<file path="config.mk">
export PLATFORM = sky130hd
export DESIGN_NAME = ictf_front
export DESIGN_NICKNAME = d
export VERILOG_FILES = /design/src/rtl/imu_complementary_tilt_filter_unit_macros.svh /design/src/rtl/ictf_pkg.sv /design/src/rtl/ictf_front.sv
export SDC_FILE = /design/constraint.sdc
export NUM_CORES = 1
export LEC_CHECK = 0
export ABC_AREA = 1
export BUFFER_PORTS_ARGS = -buffer_cell sky130_fd_sc_hd__buf_4
export CAP_MARGIN = 40
export CORE_AREA = 2 2 116 118
export CTS_CLUSTER_DIAMETER = 40
export CTS_CLUSTER_SIZE = 8
export DETAILED_ROUTE_END_ITERATION = 10
export DIE_AREA = 0 0 118 120
export HOLD_SLACK_MARGIN = 0.15
export PLACE_DENSITY = 0.85
export SLEW_MARGIN = 10
export SYNTH_ARGS = -nofsm -noshare
export SYNTH_HDL_FRONTEND = slang
export SYNTH_SLANG_ARGS = --single-unit
</file>
<file path="constraint.sdc">
create_clock -name clk -period 7.9 [get_ports clk]
set_input_delay 1.185 -clock clk [delete_from_list [all_inputs] [get_ports clk]]
set_output_delay 1.185 -clock clk [all_outputs]
set_load 0.05 [all_outputs]
</file>
<file path="src/rtl/imu_complementary_tilt_filter_unit_macros.svh">
// Assertion macros for the tilt filter block.
// Used by modules that check their own control sequencing; needs clk and rst_n in scope.
`ifndef IMU_COMPLEMENTARY_TILT_FILTER_UNIT_MACROS_SVH
`define IMU_COMPLEMENTARY_TILT_FILTER_UNIT_MACROS_SVH

// Same-cycle implication, disabled in reset
`define ICTF_ASSERT_IMP(lbl, ante, cons, msg) \
    lbl: assert property (@(posedge clk) disable iff (!rst_n) (ante) |-> (cons)) else $error(msg);

// Next-cycle implication, disabled in reset
`define ICTF_ASSERT_NXT(lbl, ante, cons, msg) \
    lbl: assert property (@(posedge clk) disable iff (!rst_n) (ante) |=> (cons)) else $error(msg);

`endif

</file>
<file path="src/rtl/ictf_pkg.sv">
// Shared types, constants and helper functions of the tilt filter block.
// No dependencies; imported by every module of the block.
`timescale 1ns / 1ps

package ictf_pkg;

    localparam int ANGLE_FRAC_BITS = 16;
    localparam int CORDIC_STEPS    = 16;
    localparam int ATAN_TAB_LEN    = 24;
    localparam int STEPS = (CORDIC_STEPS > ATAN_TAB_LEN) ? ATAN_TAB_LEN : CORDIC_STEPS;
    localparam int STEP_IDX_W = (STEPS > 1) ? $clog2(STEPS) : 1;

    localparam int ANGLE_W = 32;
    // CORDIC datapath width, covers the gain growth of x
    localparam int CX_W = 34;
    localparam int TILT_SCALE_SH = 14;
    // Square root radicand: sum of squares shifted left by 28
    localparam int RAD_SHIFT = 28;
    localparam int RAD_W = 60;
    localparam int SQRT_STEPS = RAD_W / 2;
    localparam int SQ_K_W = $clog2(SQRT_STEPS);

    // Gyro increment: |v| * dt * 2^F / RATE_DEN, rounded
    localparam int RATE_DEN  = 33536000;
    localparam int RATE_HALF = RATE_DEN / 2;
    localparam int V_W = 25;
    localparam int MAG_W = 57;
    localparam int NUM_W = MAG_W + ANGLE_FRAC_BITS;
    // RATE_DEN = 2^11 * DIV_K, DIV_K = 2^14 - 9
    localparam int DIV_PRE_SH = 11;
    localparam int DIV_K = 16375;
    localparam int DIV_K_SH = 14;
    localparam int REM_W = NUM_W - DIV_PRE_SH;
    localparam int QUO_W = REM_W - DIV_K_SH + 1;
    localparam int DELTA_W = QUO_W + 1;
    localparam int SAT_IN_W = DELTA_W + 1;

    localparam int W_ONE = 65536;
    localparam int BLEND_W = 51;

    localparam int QDEPTH = 2;
    localparam int QPTR_W = (QDEPTH > 1) ? $clog2(QDEPTH) : 1;
    localparam int QCNT_W = $clog2(QDEPTH + 1);

    localparam int CFG_IDX_W = 3;
    localparam int CFG_DATA_W = 24;

    typedef enum logic [CFG_IDX_W-1:0] {
        REG_OFFSET_X     = 3'd0,
        REG_OFFSET_Y     = 3'd1,
        REG_OFFSET_Z     = 3'd2,
        REG_MIN_INTERVAL = 3'd3,
        REG_GYRO_WEIGHT  = 3'd4
    } cfg_index_t;

    // atan(2^-i) in degrees, 24 fraction bits
    localparam logic [29:0] ATAN_Q24 [ATAN_TAB_LEN] = '{
        30'd754974720, 30'd445687602, 30'd235489088, 30'd119537938, 30'd60000934,
        30'd30029717, 30'd15018523, 30'd7509720, 30'd3754917, 30'd1877466,
        30'd938734, 30'd469367, 30'd234684, 30'd117342, 30'd58671, 30'd29335,
        30'd14668, 30'd7334, 30'd3667, 30'd1833, 30'd917, 30'd458, 30'd229, 30'd115
    };

    typedef struct packed {
        logic signed [15:0] accel_x;
        logic signed [15:0] accel_y;
        logic signed [15:0] accel_z;
        logic signed [15:0] rate_x;
        logic signed [15:0] rate_y;
        logic signed [15:0] rate_z;
        logic [31:0]        time_ms;
    } in_item_t;

    typedef struct packed {
        logic signed [31:0] roll_deg;
        logic signed [31:0] pitch_deg;
        logic signed [31:0] yaw_deg;
        logic               updated;
    } out_item_t;

    // Classified sample handed from front to back
    typedef struct packed {
        in_item_t    item;
        logic [31:0] dt;
        logic        upd;
    } q_entry_t;

    typedef struct packed {
        logic signed [23:0] offset_x;
        logic signed [23:0] offset_y;
        logic signed [23:0] offset_z;
        logic [7:0]         min_interval_ms;
        logic [16:0]        gyro_weight;
    } cfg_t;

    typedef enum logic [2:0] {
        B_IDLE, B_MUL, B_DINIT, B_DIV, B_WAIT, B_BLEND1, B_BLEND2, B_OUT
    } back_state_t;

    typedef enum logic [1:0] {
        T_IDLE, T_SQRT, T_CORDIC
    } tilt_state_t;

    // Rotation angle of step i in the angle format
    function automatic logic signed [ANGLE_W-1:0] step_angle(input logic [STEP_IDX_W-1:0] i);
        logic [39:0] t;
        t = {10'b0, ATAN_Q24[i]};
        if (ANGLE_FRAC_BITS < 24)
            t = (t + (40'd1 << (23 - ANGLE_FRAC_BITS))) >> (24 - ANGLE_FRAC_BITS);
        else
            t = t << (ANGLE_FRAC_BITS - 24);
        return $signed(t[ANGLE_W-1:0]);
    endfunction

    // Clamp to the signed 32-bit range
    function automatic logic signed [ANGLE_W-1:0] sat_angle(input logic signed [SAT_IN_W-1:0] v);
        logic signed [SAT_IN_W-1:0] hi;
        logic signed [SAT_IN_W-1:0] lo;
        hi = SAT_IN_W'(32'sh7FFFFFFF);
        lo = SAT_IN_W'(32'sh80000000);
        if (v > hi)
            return 32'sh7FFFFFFF;
        else if (v < lo)
            return 32'sh80000000;
        return v[ANGLE_W-1:0];
    endfunction

endpackage

</file>
<file path="src/rtl/ictf_front.sv">
// Front end: accepts samples, checks the update interval, tracks last update time.
// Depends on ictf_pkg.
`timescale 1ns / 1ps

module ictf_front (
    input  logic               clk,
    input  logic               rst_n,
    input  logic               in_valid,
    output logic               in_ready,
    input  ictf_pkg::in_item_t in_data,
    input  logic [7:0]         min_interval_ms,
    output logic               push_valid,
    input  logic               push_ready,
    output ictf_pkg::q_entry_t push_data
);
    import ictf_pkg::*;

    logic [31:0] last_time_reg, last_time_next;
    logic [31:0] dt;
    logic        upd;

    // Classify the sample against the last update time
    always_comb
    begin
        dt = in_data.time_ms - last_time_reg;
        upd = (dt >= 32'(min_interval_ms));
        in_ready = push_ready;
        push_valid = in_valid;
        push_data.item = in_data;
        push_data.dt = dt;
        push_data.upd = upd;
        last_time_next = last_time_reg;
        if (in_valid && push_ready && upd)
            last_time_next = in_data.time_ms;
    end

    always_ff @(posedge clk or negedge rst_n)
    begin
        if (!rst_n)
            last_time_reg <= '0;
        else
            last_time_reg <= last_time_next;
    end

endmodule

</file>
After elaboration in Yosys (flattened, before gate mapping)
Cells that the tools add are included.
- flip-flop bits (word level): 32
- input port bits: 140
- output and inout port bits: 163
- word-level logic and storage cells: 5
- $add $sub $neg: 1
- magnitude comparators: 1
- reduce and logical (&&, ||, !) cells: 2
- operator list (cell ; count):
    $ge A32 B8 Y1 ; 1
    $sub A32 B32 Y32 ; 1
    $logic_and A1 B1 Y1 ; 2

Longest topological paths before layout
- depth after elaboration: 3
- gate-level depth with buffers: 24
- mapped depth without buffers: 23

Worst setup path after synthesis
OpenSTA, ideal clock, no wires.
- path type: input to output
- start point: input port in_data[0] in the netlist's numbering
- end point: output port push_data[0] in the netlist's numbering
- arrival: 4159 ps
- data required time: 6715 ps
- setup slack: 2556 ps
- stages on the path: 19
- path buffers: 1
- cell sequence: inv_1 -> ha_1 -> inv_1 -> fa_1 -> nand2_1 -> nand2_1 -> nand3_1 -> nand2_1 -> xor2_1 -> ha_1 -> nand2_1 -> inv_1 -> nand2_1 -> nand3_1 -> nor4_1 -> nand3b_1 -> nor2_1 -> nand2_1 -> buf_4
- RTL lines (element ; line ; text):
    start, declared ; ictf_front.sv:10 ; input ictf_pkg::in_item_t in_data,
    end, declared ; ictf_front.sv:14 ; output ictf_pkg::q_entry_t push_data

==> summary.json <==
{
  "path_cells": "buf_4, inv_1, ha_1, inv_1, fa_1, nand2_1, nand2_1, nand3_1, nand2_1, xor2_1, ha_1, a21oi_1, inv_1, nor2_1, nand3_1, nor4_1, nand3b_1, nor2_1, nand2_1, buf_4",
  "cts-buffers-inserted": 5,
  "n_fill_cell": 1449,
  "grt_start_max_net_pins": 34,
  "synth.avg_cell_area_sq_um": 5.83,
  "ios": 303,
  "number_of_antenna_violations_at_the_first_check_in_global_routing": 0,
  "io_buffer_count": 110,
  "highest_count_cells_in_the_layout_ignoring_fill_and_taps": "324 x sky130_fd_sc_hd__nand2_1, 158 x sky130_fd_sc_hd__inv_1, 110 x sky130_fd_sc_hd__buf_4",
  "report.final.hold_viol_count": 0,
  "post-cts-setup-buffers": 0,
  "ff_to_ff_start": "last_time_reg[0]$_DFFE_PN0P_",
  "ff2ff_path_depth": 20,
  "path_max_fanout": 4,
  "drtAntennaViolNets": 0,
  "crit_path_start": "in_data[0]",
  "grt_pass1_vias": 4753,
  "fin_total_pwr_uw": 1210,
  "timing.critical_path.mode_cell": "sky130_fd_sc_hd__nand2_1",
  "netlist_instances": 916,
  "number_of_synthesized_register_bits": 32,
  "max_freq_mhz": 194,
  "number_of_h_tree_branching_levels": 2,
  "worst_setup_path_end_kind": "output pin",
  "wl_per_cell_microns": 13.3,
  "clkLatencyLatePin_ps": 280,
  "fin_hold_ws_ps": 466,
  "detailedRoute.firstIterationViolations": 286,
  "cap_violations": 0,
  "class_of_the_worst_hold_path": "register to register",
  "synth_warnings": 0,
  "synth-main-ff-cell": "sky130_fd_sc_hd__dfrtp_1",
  "dieWidth_microns": 118,
  "dpl.hpwl_mm": 12.3,
  "drc": 0,
  "flow.area_growth_from_synthesis_pct": 2.97,
  "post_drt_via_cell_ratio": 4.68,
  "postSynth.asyncResetShare_pct": 100,
  "cts.root.buffer_cell": "sky130_fd_sc_hd__clkbuf_16",
  "worst_path_max_delay_cell": "sky130_fd_sc_hd__fa_1",
  "routabilityCongestion": 0.956,
  "met2WireLength_mm": 6.28,
  "synthesis.area_sq_um": 5340,
  "crit_path_max_incr_delay_ps": 440,
  "synth-edff-count": 0,
  "max_slew.worst_pin.slew_ps": 819,
  "vias": 5004,
  "design.final.nets": 1074,
  "drv_slew": 0,
  "hold_buffers": 0,
  "setup_viol_count_final": 0,
  "worst-endpoint-arrival_ps": 3970,
  "die_h_microns": 120,
  "synthDistinctLibCells": 30,
  "power.density_cell_area_nw_per_um2": 219,
  "initial_core_util_pct": 41.2,
  "route.top_layer_used": "met4",
  "antenna_cells": 0,
  "design.die.area_sq_um": 14200,
  "critical-path-top-delay-family": "simple AND/OR/NAND/NOR gates",
  "critPathKind": "primary input to output pin",
  "min_period_ps": 5160,
  "min_period_over_period_pct": 65.3,
  "grt-ovfl-total": 0,
  "layout_commonest_cell": "sky130_fd_sc_hd__nand2_1",
  "sequential_area_share_after_synthesis_pct": 15.0,
  "setup.reg_to_reg.worst_slack_ps": 3880,
  "outcome": "complete, no violations",
  "critical_path_required_ps": 6710,
  "timing.max_slew.rel_slack_pct": 45.3,
  "setup-tns-final_ps": 0,
  "clock-sinks": 32,
  "path_depth": 20,
  "mappedNetlistNets": 1096,
  "hp-start": "last_time_reg[8]$_DFFE_PN0P_",
  "timing.hold.worst_path_depth": 2,
  "worst_r2r_end": "last_time_reg[7]$_DFFE_PN0P_",
  "total_routing_usage_gr_pct": 20.4,
  "post_route_cells_drive_above_1_share_pct": 18.1,
  "utilization_pct": 42.4,
  "worst_ir_drop_vdd_v": 0.0000944,
  "crit_buf_inv": 5,
  "clock_tree_from_tritoncts": "built",
  "finalClockSkew_ps": 8.20,
  "post_cts.resized_instances": 0,
  "route.final.wire_length_mm": 14.3,
  "core_region_area_sq_um": 13000,
  "max-clock-path-buffers": 2,
  "critPathLaunchType": "primary input",
  "met3RoutedLength_microns": 879,
  "power.static_leakage_uw": 0.00338,
  "global_route_wire_length_before_repair_mm": 23.1,
  "max_reg_flops": 32,
  "detail_route.first_pass.iterations": 4,
  "routedLengthMet1_mm": 6.58,
  "num_rows": 42,
  "clk_pin_slew_ps": 50,
  "worst_hold_path.endpoint": "last_time_reg[8]$_DFFE_PN0P_",
  "setup_repair_after_global_routing_missed_its_margin": "no"
}
cells in the mapped netlist (2+ instances only):
cell type                    n  share of area (%)
sky130_fd_sc_hd__nor2_2     10                1.2
sky130_fd_sc_hd__nand3b_1    8                1.1
sky130_fd_sc_hd__nor3_2      2               0.37
sky130_fd_sc_hd__inv_1     158                 11
sky130_fd_sc_hd__inv_2      16                1.1
sky130_fd_sc_hd__xor2_1      7                1.1
sky130_fd_sc_hd__a21oi_1    22                2.1
sky130_fd_sc_hd__ha_1       39                9.1
sky130_fd_sc_hd__buf_8       3               0.84
sky130_fd_sc_hd__nand2_1   324                 23
sky130_fd_sc_hd__and2_1      3               0.35
sky130_fd_sc_hd__buf_1       3               0.21
sky130_fd_sc_hd__nand3_1    66                6.2
sky130_fd_sc_hd__nand3_2     3               0.56
sky130_fd_sc_hd__nand2_2    10                1.2
sky130_fd_sc_hd__nor3_1      5               0.47
sky130_fd_sc_hd__buf_2       3               0.28
sky130_fd_sc_hd__nand4_1    11                1.3
sky130_fd_sc_hd__buf_4     131                 18
sky130_fd_sc_hd__o21bai_1    2               0.28
sky130_fd_sc_hd__nor2_1     50                3.5
sky130_fd_sc_hd__dfrtp_1    32                 15
worst max-delay path by stage:
stage | endpoint | slack, ps
after floorplan | push_data[0] | 2560
after global placement | push_data[0] | 2880
after detailed placement | push_data[0] | 2750
after CTS | push_data[0] | 2750
after global routing | push_data[0] | 2490
final | push_data[0] | 2740
worst reg2reg max path, delay by kind of cell, from the launching register on:
kind,cells,cell delay (ps)
and+or+nand+nor,13,2170
AOI/OAI and AO/OA,1,250
xor gates and xnor gates,1,250
buffers and inverters,2,180
DFF,1,380
adders and majority gates,3,710
area by class of cell:
type,count,area [sq um],area share [%]
Clock buffer,7,153,2.77
Inverter,174,653,11.9
Sequential cell,32,801,14.6
Tap cell,176,220,4.00
Timing Repair Buffer,111,841,15.3
Multi-Input combinational cell,570,2830,51.5
layer usage:
layer	vias to the layer above	global-route usage [%]
met3	55	2.71
met5	-	0
li1	2585	-
met2	167	33.2
met1	2197	26.9
met4	0	9.26
through the flow:
step,setup slack (ps),std cells,area (sq um)
floorplan,2560,916,5340
global placement,2880,1062,5330
detailed placement,2750,1063,5350
CTS,2750,1070,5500
global route,2490,1070,5500
finish,2740,1070,5500
logic make-up (layout without fill, tap and decap cells):
family,count (synthesis),after routing,synth area share [%]
fa+ha+maj,40,40,9.51
buf+inv,314,292,32.0
simple gates,495,495,39.5
flops,32,32,15.0
xor+xnor,8,8,1.31
compound gates,27,27,2.72
report_power, final:
part	switching [uW]	internal, uW	leakage, uW
Clock	69.8	132	0.0000760
Sequential	10.4	185	0.000396
Combinational	569	240	0.00291
Total	649	557	0.00338
(Power assumes the default switching activity.)
