<file path="src/rtl/imu_complementary_tilt_filter_unit_macros.svh">
// Assertion macros for the tilt filter block.
// Used by modules that check their own control sequencing; needs clk and rst_n in scope.
`ifndef IMU_COMPLEMENTARY_TILT_FILTER_UNIT_MACROS_SVH
`define IMU_COMPLEMENTARY_TILT_FILTER_UNIT_MACROS_SVH

// Same-cycle implication, disabled in reset
`define ICTF_ASSERT_IMP(lbl, ante, cons, msg) \
    lbl: assert property (@(posedge clk) disable iff (!rst_n) (ante) |-> (cons)) else $error(msg);

// Next-cycle implication, disabled in reset
`define ICTF_ASSERT_NXT(lbl, ante, cons, msg) \
    lbl: assert property (@(posedge clk) disable iff (!rst_n) (ante) |=> (cons)) else $error(msg);

`endif

</file>
<file path="src/rtl/ictf_pkg.sv">
// Shared types, constants and helper functions of the tilt filter block.
// No dependencies; imported by every module of the block.
`timescale 1ns / 1ps

package ictf_pkg;

    localparam int ANGLE_FRAC_BITS = 16;
    localparam int CORDIC_STEPS    = 16;
    localparam int ATAN_TAB_LEN    = 24;
    localparam int STEPS = (CORDIC_STEPS > ATAN_TAB_LEN) ? ATAN_TAB_LEN : CORDIC_STEPS;
    localparam int STEP_IDX_W = (STEPS > 1) ? $clog2(STEPS) : 1;

    localparam int ANGLE_W = 32;
    // CORDIC datapath width, covers the gain growth of x
    localparam int CX_W = 34;
    localparam int TILT_SCALE_SH = 14;
    // Square root radicand: sum of squares shifted left by 28
    localparam int RAD_SHIFT = 28;
    localparam int RAD_W = 60;
    localparam int SQRT_STEPS = RAD_W / 2;
    localparam int SQ_K_W = $clog2(SQRT_STEPS);

    // Gyro increment: |v| * dt * 2^F / RATE_DEN, rounded
    localparam int RATE_DEN  = 33536000;
    localparam int RATE_HALF = RATE_DEN / 2;
    localparam int V_W = 25;
    localparam int MAG_W = 57;
    localparam int NUM_W = MAG_W + ANGLE_FRAC_BITS;
    // RATE_DEN = 2^11 * DIV_K, DIV_K = 2^14 - 9
    localparam int DIV_PRE_SH = 11;
    localparam int DIV_K = 16375;
    localparam int DIV_K_SH = 14;
    localparam int REM_W = NUM_W - DIV_PRE_SH;
    localparam int QUO_W = REM_W - DIV_K_SH + 1;
    localparam int DELTA_W = QUO_W + 1;
    localparam int SAT_IN_W = DELTA_W + 1;

    localparam int W_ONE = 65536;
    localparam int BLEND_W = 51;

    localparam int QDEPTH = 2;
    localparam int QPTR_W = (QDEPTH > 1) ? $clog2(QDEPTH) : 1;
    localparam int QCNT_W = $clog2(QDEPTH + 1);

    localparam int CFG_IDX_W = 3;
    localparam int CFG_DATA_W = 24;

    typedef enum logic [CFG_IDX_W-1:0] {
        REG_OFFSET_X     = 3'd0,
        REG_OFFSET_Y     = 3'd1,
        REG_OFFSET_Z     = 3'd2,
        REG_MIN_INTERVAL = 3'd3,
        REG_GYRO_WEIGHT  = 3'd4
    } cfg_index_t;

    // atan(2^-i) in degrees, 24 fraction bits
    localparam logic [29:0] ATAN_Q24 [ATAN_TAB_LEN] = '{
        30'd754974720, 30'd445687602, 30'd235489088, 30'd119537938, 30'd60000934,
        30'd30029717, 30'd15018523, 30'd7509720, 30'd3754917, 30'd1877466,
        30'd938734, 30'd469367, 30'd234684, 30'd117342, 30'd58671, 30'd29335,
        30'd14668, 30'd7334, 30'd3667, 30'd1833, 30'd917, 30'd458, 30'd229, 30'd115
    };

    typedef struct packed {
        logic signed [15:0] accel_x;
        logic signed [15:0] accel_y;
        logic signed [15:0] accel_z;
        logic signed [15:0] rate_x;
        logic signed [15:0] rate_y;
        logic signed [15:0] rate_z;
        logic [31:0]        time_ms;
    } in_item_t;

    typedef struct packed {
        logic signed [31:0] roll_deg;
        logic signed [31:0] pitch_deg;
        logic signed [31:0] yaw_deg;
        logic               updated;
    } out_item_t;

    // Classified sample handed from front to back
    typedef struct packed {
        in_item_t    item;
        logic [31:0] dt;
        logic        upd;
    } q_entry_t;

    typedef struct packed {
        logic signed [23:0] offset_x;
        logic signed [23:0] offset_y;
        logic signed [23:0] offset_z;
        logic [7:0]         min_interval_ms;
        logic [16:0]        gyro_weight;
    } cfg_t;

    typedef enum logic [2:0] {
        B_IDLE, B_MUL, B_DINIT, B_DIV, B_WAIT, B_BLEND1, B_BLEND2, B_OUT
    } back_state_t;

    typedef enum logic [1:0] {
        T_IDLE, T_SQRT, T_CORDIC
    } tilt_state_t;

    // Rotation angle of step i in the angle format
    function automatic logic signed [ANGLE_W-1:0] step_angle(input logic [STEP_IDX_W-1:0] i);
        logic [39:0] t;
        t = {10'b0, ATAN_Q24[i]};
        if (ANGLE_FRAC_BITS < 24)
            t = (t + (40'd1 << (23 - ANGLE_FRAC_BITS))) >> (24 - ANGLE_FRAC_BITS);
        else
            t = t << (ANGLE_FRAC_BITS - 24);
        return $signed(t[ANGLE_W-1:0]);
    endfunction

    // Clamp to the signed 32-bit range
    function automatic logic signed [ANGLE_W-1:0] sat_angle(input logic signed [SAT_IN_W-1:0] v);
        logic signed [SAT_IN_W-1:0] hi;
        logic signed [SAT_IN_W-1:0] lo;
        hi = SAT_IN_W'(32'sh7FFFFFFF);
        lo = SAT_IN_W'(32'sh80000000);
        if (v > hi)
            return 32'sh7FFFFFFF;
        else if (v < lo)
            return 32'sh80000000;
        return v[ANGLE_W-1:0];
    endfunction

endpackage

</file>
<file path="src/rtl/ictf_queue.sv">
// Short FIFO between the front end and the compute back end.
// Depends on ictf_pkg.
`timescale 1ns / 1ps

module ictf_queue (
    input  logic               clk,
    input  logic               rst_n,
    input  logic               push_valid,
    output logic               push_ready,
    input  ictf_pkg::q_entry_t push_data,
    output logic               pop_valid,
    input  logic               pop_ready,
    output ictf_pkg::q_entry_t pop_data
);
    import ictf_pkg::*;

    q_entry_t          mem [QDEPTH];
    logic [QPTR_W-1:0] wr_ptr_reg, wr_ptr_next;
    logic [QPTR_W-1:0] rd_ptr_reg, rd_ptr_next;
    logic [QCNT_W-1:0] count_reg, count_next;
    logic              do_push, do_pop;

    always_comb
    begin
        push_ready = (count_reg != QCNT_W'(QDEPTH));
        pop_valid = (count_reg != '0);
        pop_data = mem[rd_ptr_reg];
        do_push = push_valid && push_ready;
        do_pop = pop_valid && pop_ready;
        wr_ptr_next = wr_ptr_reg;
        rd_ptr_next = rd_ptr_reg;
        if (do_push)
            wr_ptr_next = (wr_ptr_reg == QPTR_W'(QDEPTH - 1)) ? '0 : wr_ptr_reg + 1'b1;
        if (do_pop)
            rd_ptr_next = (rd_ptr_reg == QPTR_W'(QDEPTH - 1)) ? '0 : rd_ptr_reg + 1'b1;
        count_next = count_reg + QCNT_W'(do_push) - QCNT_W'(do_pop);
    end

    // Storage, payload only
    always_ff @(posedge clk)
    begin
        if (do_push)
            mem[wr_ptr_reg] <= push_data;
    end

    always_ff @(posedge clk or negedge rst_n)
    begin
        if (!rst_n)
        begin
            wr_ptr_reg <= '0;
            rd_ptr_reg <= '0;
            count_reg <= '0;
        end
        else
        begin
            wr_ptr_reg <= wr_ptr_next;
            rd_ptr_reg <= rd_ptr_next;
            count_reg <= count_next;
        end
    end

endmodule

</file>
<file path="config.mk">
export PLATFORM = sky130hd
export DESIGN_NAME = ictf_queue
export DESIGN_NICKNAME = d
export VERILOG_FILES = /design/src/rtl/imu_complementary_tilt_filter_unit_macros.svh /design/src/rtl/ictf_pkg.sv /design/src/rtl/ictf_queue.sv
export SDC_FILE = /design/constraint.sdc
export NUM_CORES = 1
export LEC_CHECK = 0
export BUFFER_PORTS_ARGS = -buffer_cell sky130_fd_sc_hd__buf_2
export CELL_PAD_IN_SITES_DETAIL_PLACEMENT = 0
export CELL_PAD_IN_SITES_GLOBAL_PLACEMENT = 2
export CORE_ASPECT_RATIO = 0.6
export CORE_UTILIZATION = 39
export DETAILED_ROUTE_END_ITERATION = 6
export GPL_TIMING_DRIVEN = 0
export PLACE_DENSITY_LB_ADDON = 0.1
export RECOVER_POWER = 50
export SLEW_MARGIN = 20
export SYNTH_ARGS = -nofsm -noshare
export SYNTH_HDL_FRONTEND = slang
export SYNTH_SLANG_ARGS = --single-unit
</file>
<file path="constraint.sdc">
create_clock -name clk -period 8.7 [get_ports clk]
set_input_delay 2.175 -clock clk [delete_from_list [all_inputs] [get_ports clk]]
set_output_delay 2.175 -clock clk [all_outputs]
set_load 0.02 [all_outputs]
</file>
# --- Yosys cells after proc, flatten, opt, wreduce, memory -nomap -nowiden ---
# Memory sizes are Yosys's and may differ from the RTL's.
# Index checks and enable logic that the tools add are counted.
totals:
  memories: 1
  reg_bits: 4
  ram_bits: 322
  output_inout_bits: 163
  wordCells: 16
mem_list:
  columns: ["name", "words", "width", "read_ports", "rd_clocked_by_memory_dff", "wr", "line", "source"]
  rows:
  - ["mem", 2, 161, 1, 0, 1, "ictf_queue.sv:17", "q_entry_t mem [QDEPTH];"]
classes:
  n_mux: 4
  n_reduce_logical: 3
  n_addsub: 4
  n_eq_ne: 1
ops:
  columns: ["op", "n"]
  rows:
  - ["1-bit 2-to-1 mux", 4]
  - ["1-bit adder, second input constant", 2]
  - ["2-bit by 1-bit adder with 2-bit output", 1]
  - ["1-bit logical AND", 2]
  - ["2-bit inequality test, second input constant", 1]
  - ["2-bit nonzero test", 1]
  - ["2-bit by 1-bit subtractor with 2-bit output", 1]

# --- Logic depth before layout (Yosys ltp) ---
logic_depth:
  word_depth: 4
  ltp_mapped: 5

# --- Least setup slack after synthesis ---
# No wires, ideal clock.
synth_timing:
  path_kind: "input to register"
  startpoint: "input port push_valid"
  endpoint: "memory mem[0][0] (netlist name) (enable)"
  slack_ns: -0.921
  setup_ns: 0.684
  stages: 2
  arrival_ns: 8.937
  path_buffers: 0
  path_cell_list: "nand2_1 -> nor2_1"
synth_between:
  elab_chain_len: 3
synth_lines:
  columns: ["element", "line", "source"]
  rows:
  - ["start: declaration", "ictf_queue.sv:8", "input logic push_valid,"]
  - ["1-bit logical AND", "ictf_queue.sv:28", "do_push = push_valid && push_ready;"]
  - ["1-bit 2-to-1 mux", "ictf_queue.sv:42", "if (do_push)"]
  - ["1-bit 2-to-1 mux (not written as such)", "ictf_queue.sv:43", "mem[wr_ptr_reg] <= push_data;"]
  - ["end: declaration", "ictf_queue.sv:17", null]
# No other way between the ends.

# --- Worst setup path in the final report ---
layout_timing:
  startpoint: "input port push_valid"
  endpoint: "memory mem[0][16] (netlist name) (enable)"
# The elaborated chain is that of the path after synthesis.

==> impl_metrics.toml <==
[timing]
skew_ns = 0.01534
tightest_slew_ns = 2.500
hold_viol = 0
finalSetupViolations = 0
fin_ws_ns = 3.868
grt_setup_unrepaired = "no"
max_freq_mhz = 207.0
maxSlewHeadroom = -0.6664
fin_setup_tns_ns = 0
period_needed_ns = 4.832
period_share = 0.5554
slew_viol_final = 64
holdWs_ns = 0.5085

[clock_network]
root_buffer = "clkbuf_16"
cts.sinks = 326
cts_resized = 0
cts_tree = "built"
clk_pin_slew_ns = 0.06
htreeDepth = 1
post-cts-setup-buffers = 0
hold_buffers = 0
numCtsBuffers = 31
clk_latency_ns = 0.56
clock_path_buffers = 3

[worst_hold_path]
holdPathStages = 1
worst_hold_path.endpoint = "wr_ptr_reg"
min_path_type = "flop to flop"
min-delay-start = "wr_ptr_reg"

[placed_design]
dp_cells = 1268
dp_hpwl_mm = 18.66
pre_cts_ws_ns = 4.696
place_area_sq_um = 14540
gp_congestion = 0.7694
io_buffers = 327

[power]
p_sw_frac = 0.3271
powerDensity_nw_per_um2 = 355.1
totalPowerFinal_mw = 5.438
power_switching_mw = 1.778
pwr-share-seq = 0.409
vdd_drop_max_mv = 0.1600
leakagePower_nw = 5.751
combPwrFrac = 0.364
clkPwrFrac = 0.227
power.internal_mw = 3.659

[worst_setup_path]
reg2reg_slack_ns = 5.13
cp-end-kind = "flop"
slowest_delay_ns = 1.43
crit_cells = 4
critical_path.n_buffers_inverters = 2
cp_cell_sequence = "clkbuf_1, nand2_1, nor2_1, clkbuf_1"
cp_common_cell = "clkbuf_1"
cp.required_ns = 8.86
cpMaxStageDelayCell = "nor2_1"
cp-start-kind = "primary input"
crit_path_max_fanout = 20
criticalPathCategory = "primary input to flop"
r2r_end = "mem[0][16]"
r2r_start = "count_reg[0]"
ff2ff_path_depth = 4
cp_top_family = "simple AND/OR/NAND/NOR gates"
arrival_ns = 4.99

[floorplanning]
io_pins = 328
dieWidth_um = 229.9
core_sq_um = 30290
design.die.area_sq_um = 31900
start_util = 0.4013
die_h_um = 138.7
rows = 49

[global_routing]
grt_pass1_wl_mm = 38.94
grt-ovfl-total = 0
grt_pass1_vias = 6477
grt_antenna_before_repair = 5
grtUsageTotal = 0.1603
grt_max_degree = 49

[detailed_routing]
routedWlPerCell_um = 19.44
remaining_drc_errors = 0
dr.first_iter.drc_count = 299
first_pass_iters = 4
via_count = 6161
vias_per_cell = 4.636
ant_nets = 0
wirelength_mm = 25.84

[layout]
fin_util = 0.5057
stdcell_area_sq_um = 15310
fill_cells = 2569
drive_above_1_share = 0.5202
final_cells = 1329
fin_nets = 1059
largest_reg_flops = 322
syn_to_final_growth_pct = 26.00

[logic_synthesis]
ys_types = 19
syn-instance-count = 523
post-synth-top-area-cell = "edfxtp_1"
synthTopCellsByCount = "edfxtp_1, mux2_2, mux2_4"
synth-seq-area-share = 0.8038
synth_edf_count = 322
synth_area_leaders = "edfxtp_1, mux2_4, mux2_2, buf_6, dfrtp_1"
synth-seq-cells = 326
yosysTopAreaCellShare = 0.7956
syn_nets = 689
syn_avg_cell_area_sq_um = 23.24
synthArstFlopShare = 0.01227
synth_area_sq_um = 12150
synth_most_common_cell = "edfxtp_1"
yosysWarnings = 0
synth_ff_type = "edfxtp_1"

[run_status]
status = "finished with violations"
violations = "max-capacitance violations, max-slew violations"

[job]
cap_violations = 2
-- power groups by stage --
stage / clock [mW] / combinational, mW / sequential (mW)
floorplan: 0 / 1.35 / 2.29
global placement: 0 / 1.93 / 2.34
detailed placement: 0 / 2.03 / 2.26
CTS: 1.28 / 2.04 / 2.23
global route: 1.33 / 2.10 / 2.26
finish: 1.23 / 1.98 / 2.23
-- area by class of cell --
type	count	area (sq um)	share of cell area
Antenna cell	4	10.01	0.0006536
Timing Repair Buffer	337	1727	0.1127
Clock buffer	44	824.5	0.05384
Clock inverter	13	88.84	0.005801
Buffer	18	152.6	0.009967
Multi-Input combinational cell	179	2232	0.1458
Tap cell	408	510.5	0.03333
Sequential cell	326	9769	0.6379
-- worst reg2reg max path: cells and delay by family (launching register included) --
kind / cells / cell delay (ns)
AND/OR/NAND/NOR: 3 / 1.71
buffers and inverters: 1 / 1.00
flip-flops: 1 / 0.44
-- routing by layer --
| layer | part of all wire | GRT usage |
|---|---|---|
| met2 | 0.48 | 0.2595 |
| met1 | 0.42 | 0.2065 |
| met4 | 0.022 | 0.04078 |
| met5 | 0.00031 | 0 |
| met3 | 0.075 | 0.05551 |
-- kinds of logic (layout without fill, tap and decap cells) --
family | count (synthesis) | after routing | synth area share
other | 0 | 4 | 0
multiplexers | 161 | 161 | 0.1739
AND/OR/NAND/NOR | 10 | 10 | 0.004016
flip-flops | 326 | 326 | 0.8038
AO/OA/AOI/OAI | 4 | 4 | 0.002574
XOR/XNOR | 3 | 3 | 0.002162
adder cells (fa/ha/maj) | 1 | 1 | 0.001029
buffers and inverters | 18 | 412 | 0.01256
-- cells in the final DEF (no fill, tap or decap) --
cell,count
edfxtp_1,322
buf_2,255
clkbuf_1,95
mux2_2,81
mux2_4,80
clkbuf_16,31
buf_6,10
clkinv_2,8
buf_12,5
diode_2,4
dfrtp_1,4
nor2_1,3
xnor2_1,3
clkinv_1,3
buf_16,3
nand2_1,2
or2_2,1
nand2b_1,1
a21bo_2,1
a32oi_1,1
nor2b_1,1
a211oi_1,1
nand3_1,1
o21ai_0,1
and3_1,1
ha_1,1
clkinvlp_4,1
bufinv_16,1
-- worst max path at each step --
stage | startpoint | end | slack, ns
2_1_floorplan | push_valid | mem[0][0] | 1.80
5_1_grt | push_valid | mem[0][153] | 3.61
6_report | push_valid | mem[0][16] | 3.87
3_3_place_gp | push_valid | mem[0][95] | -0.63
4_1_cts | rd_ptr_reg | pop_data[116] | 4.51
3_5_place_dp | push_valid | mem[1][103] | 4.70
Power figures use the tool's default switching activity.
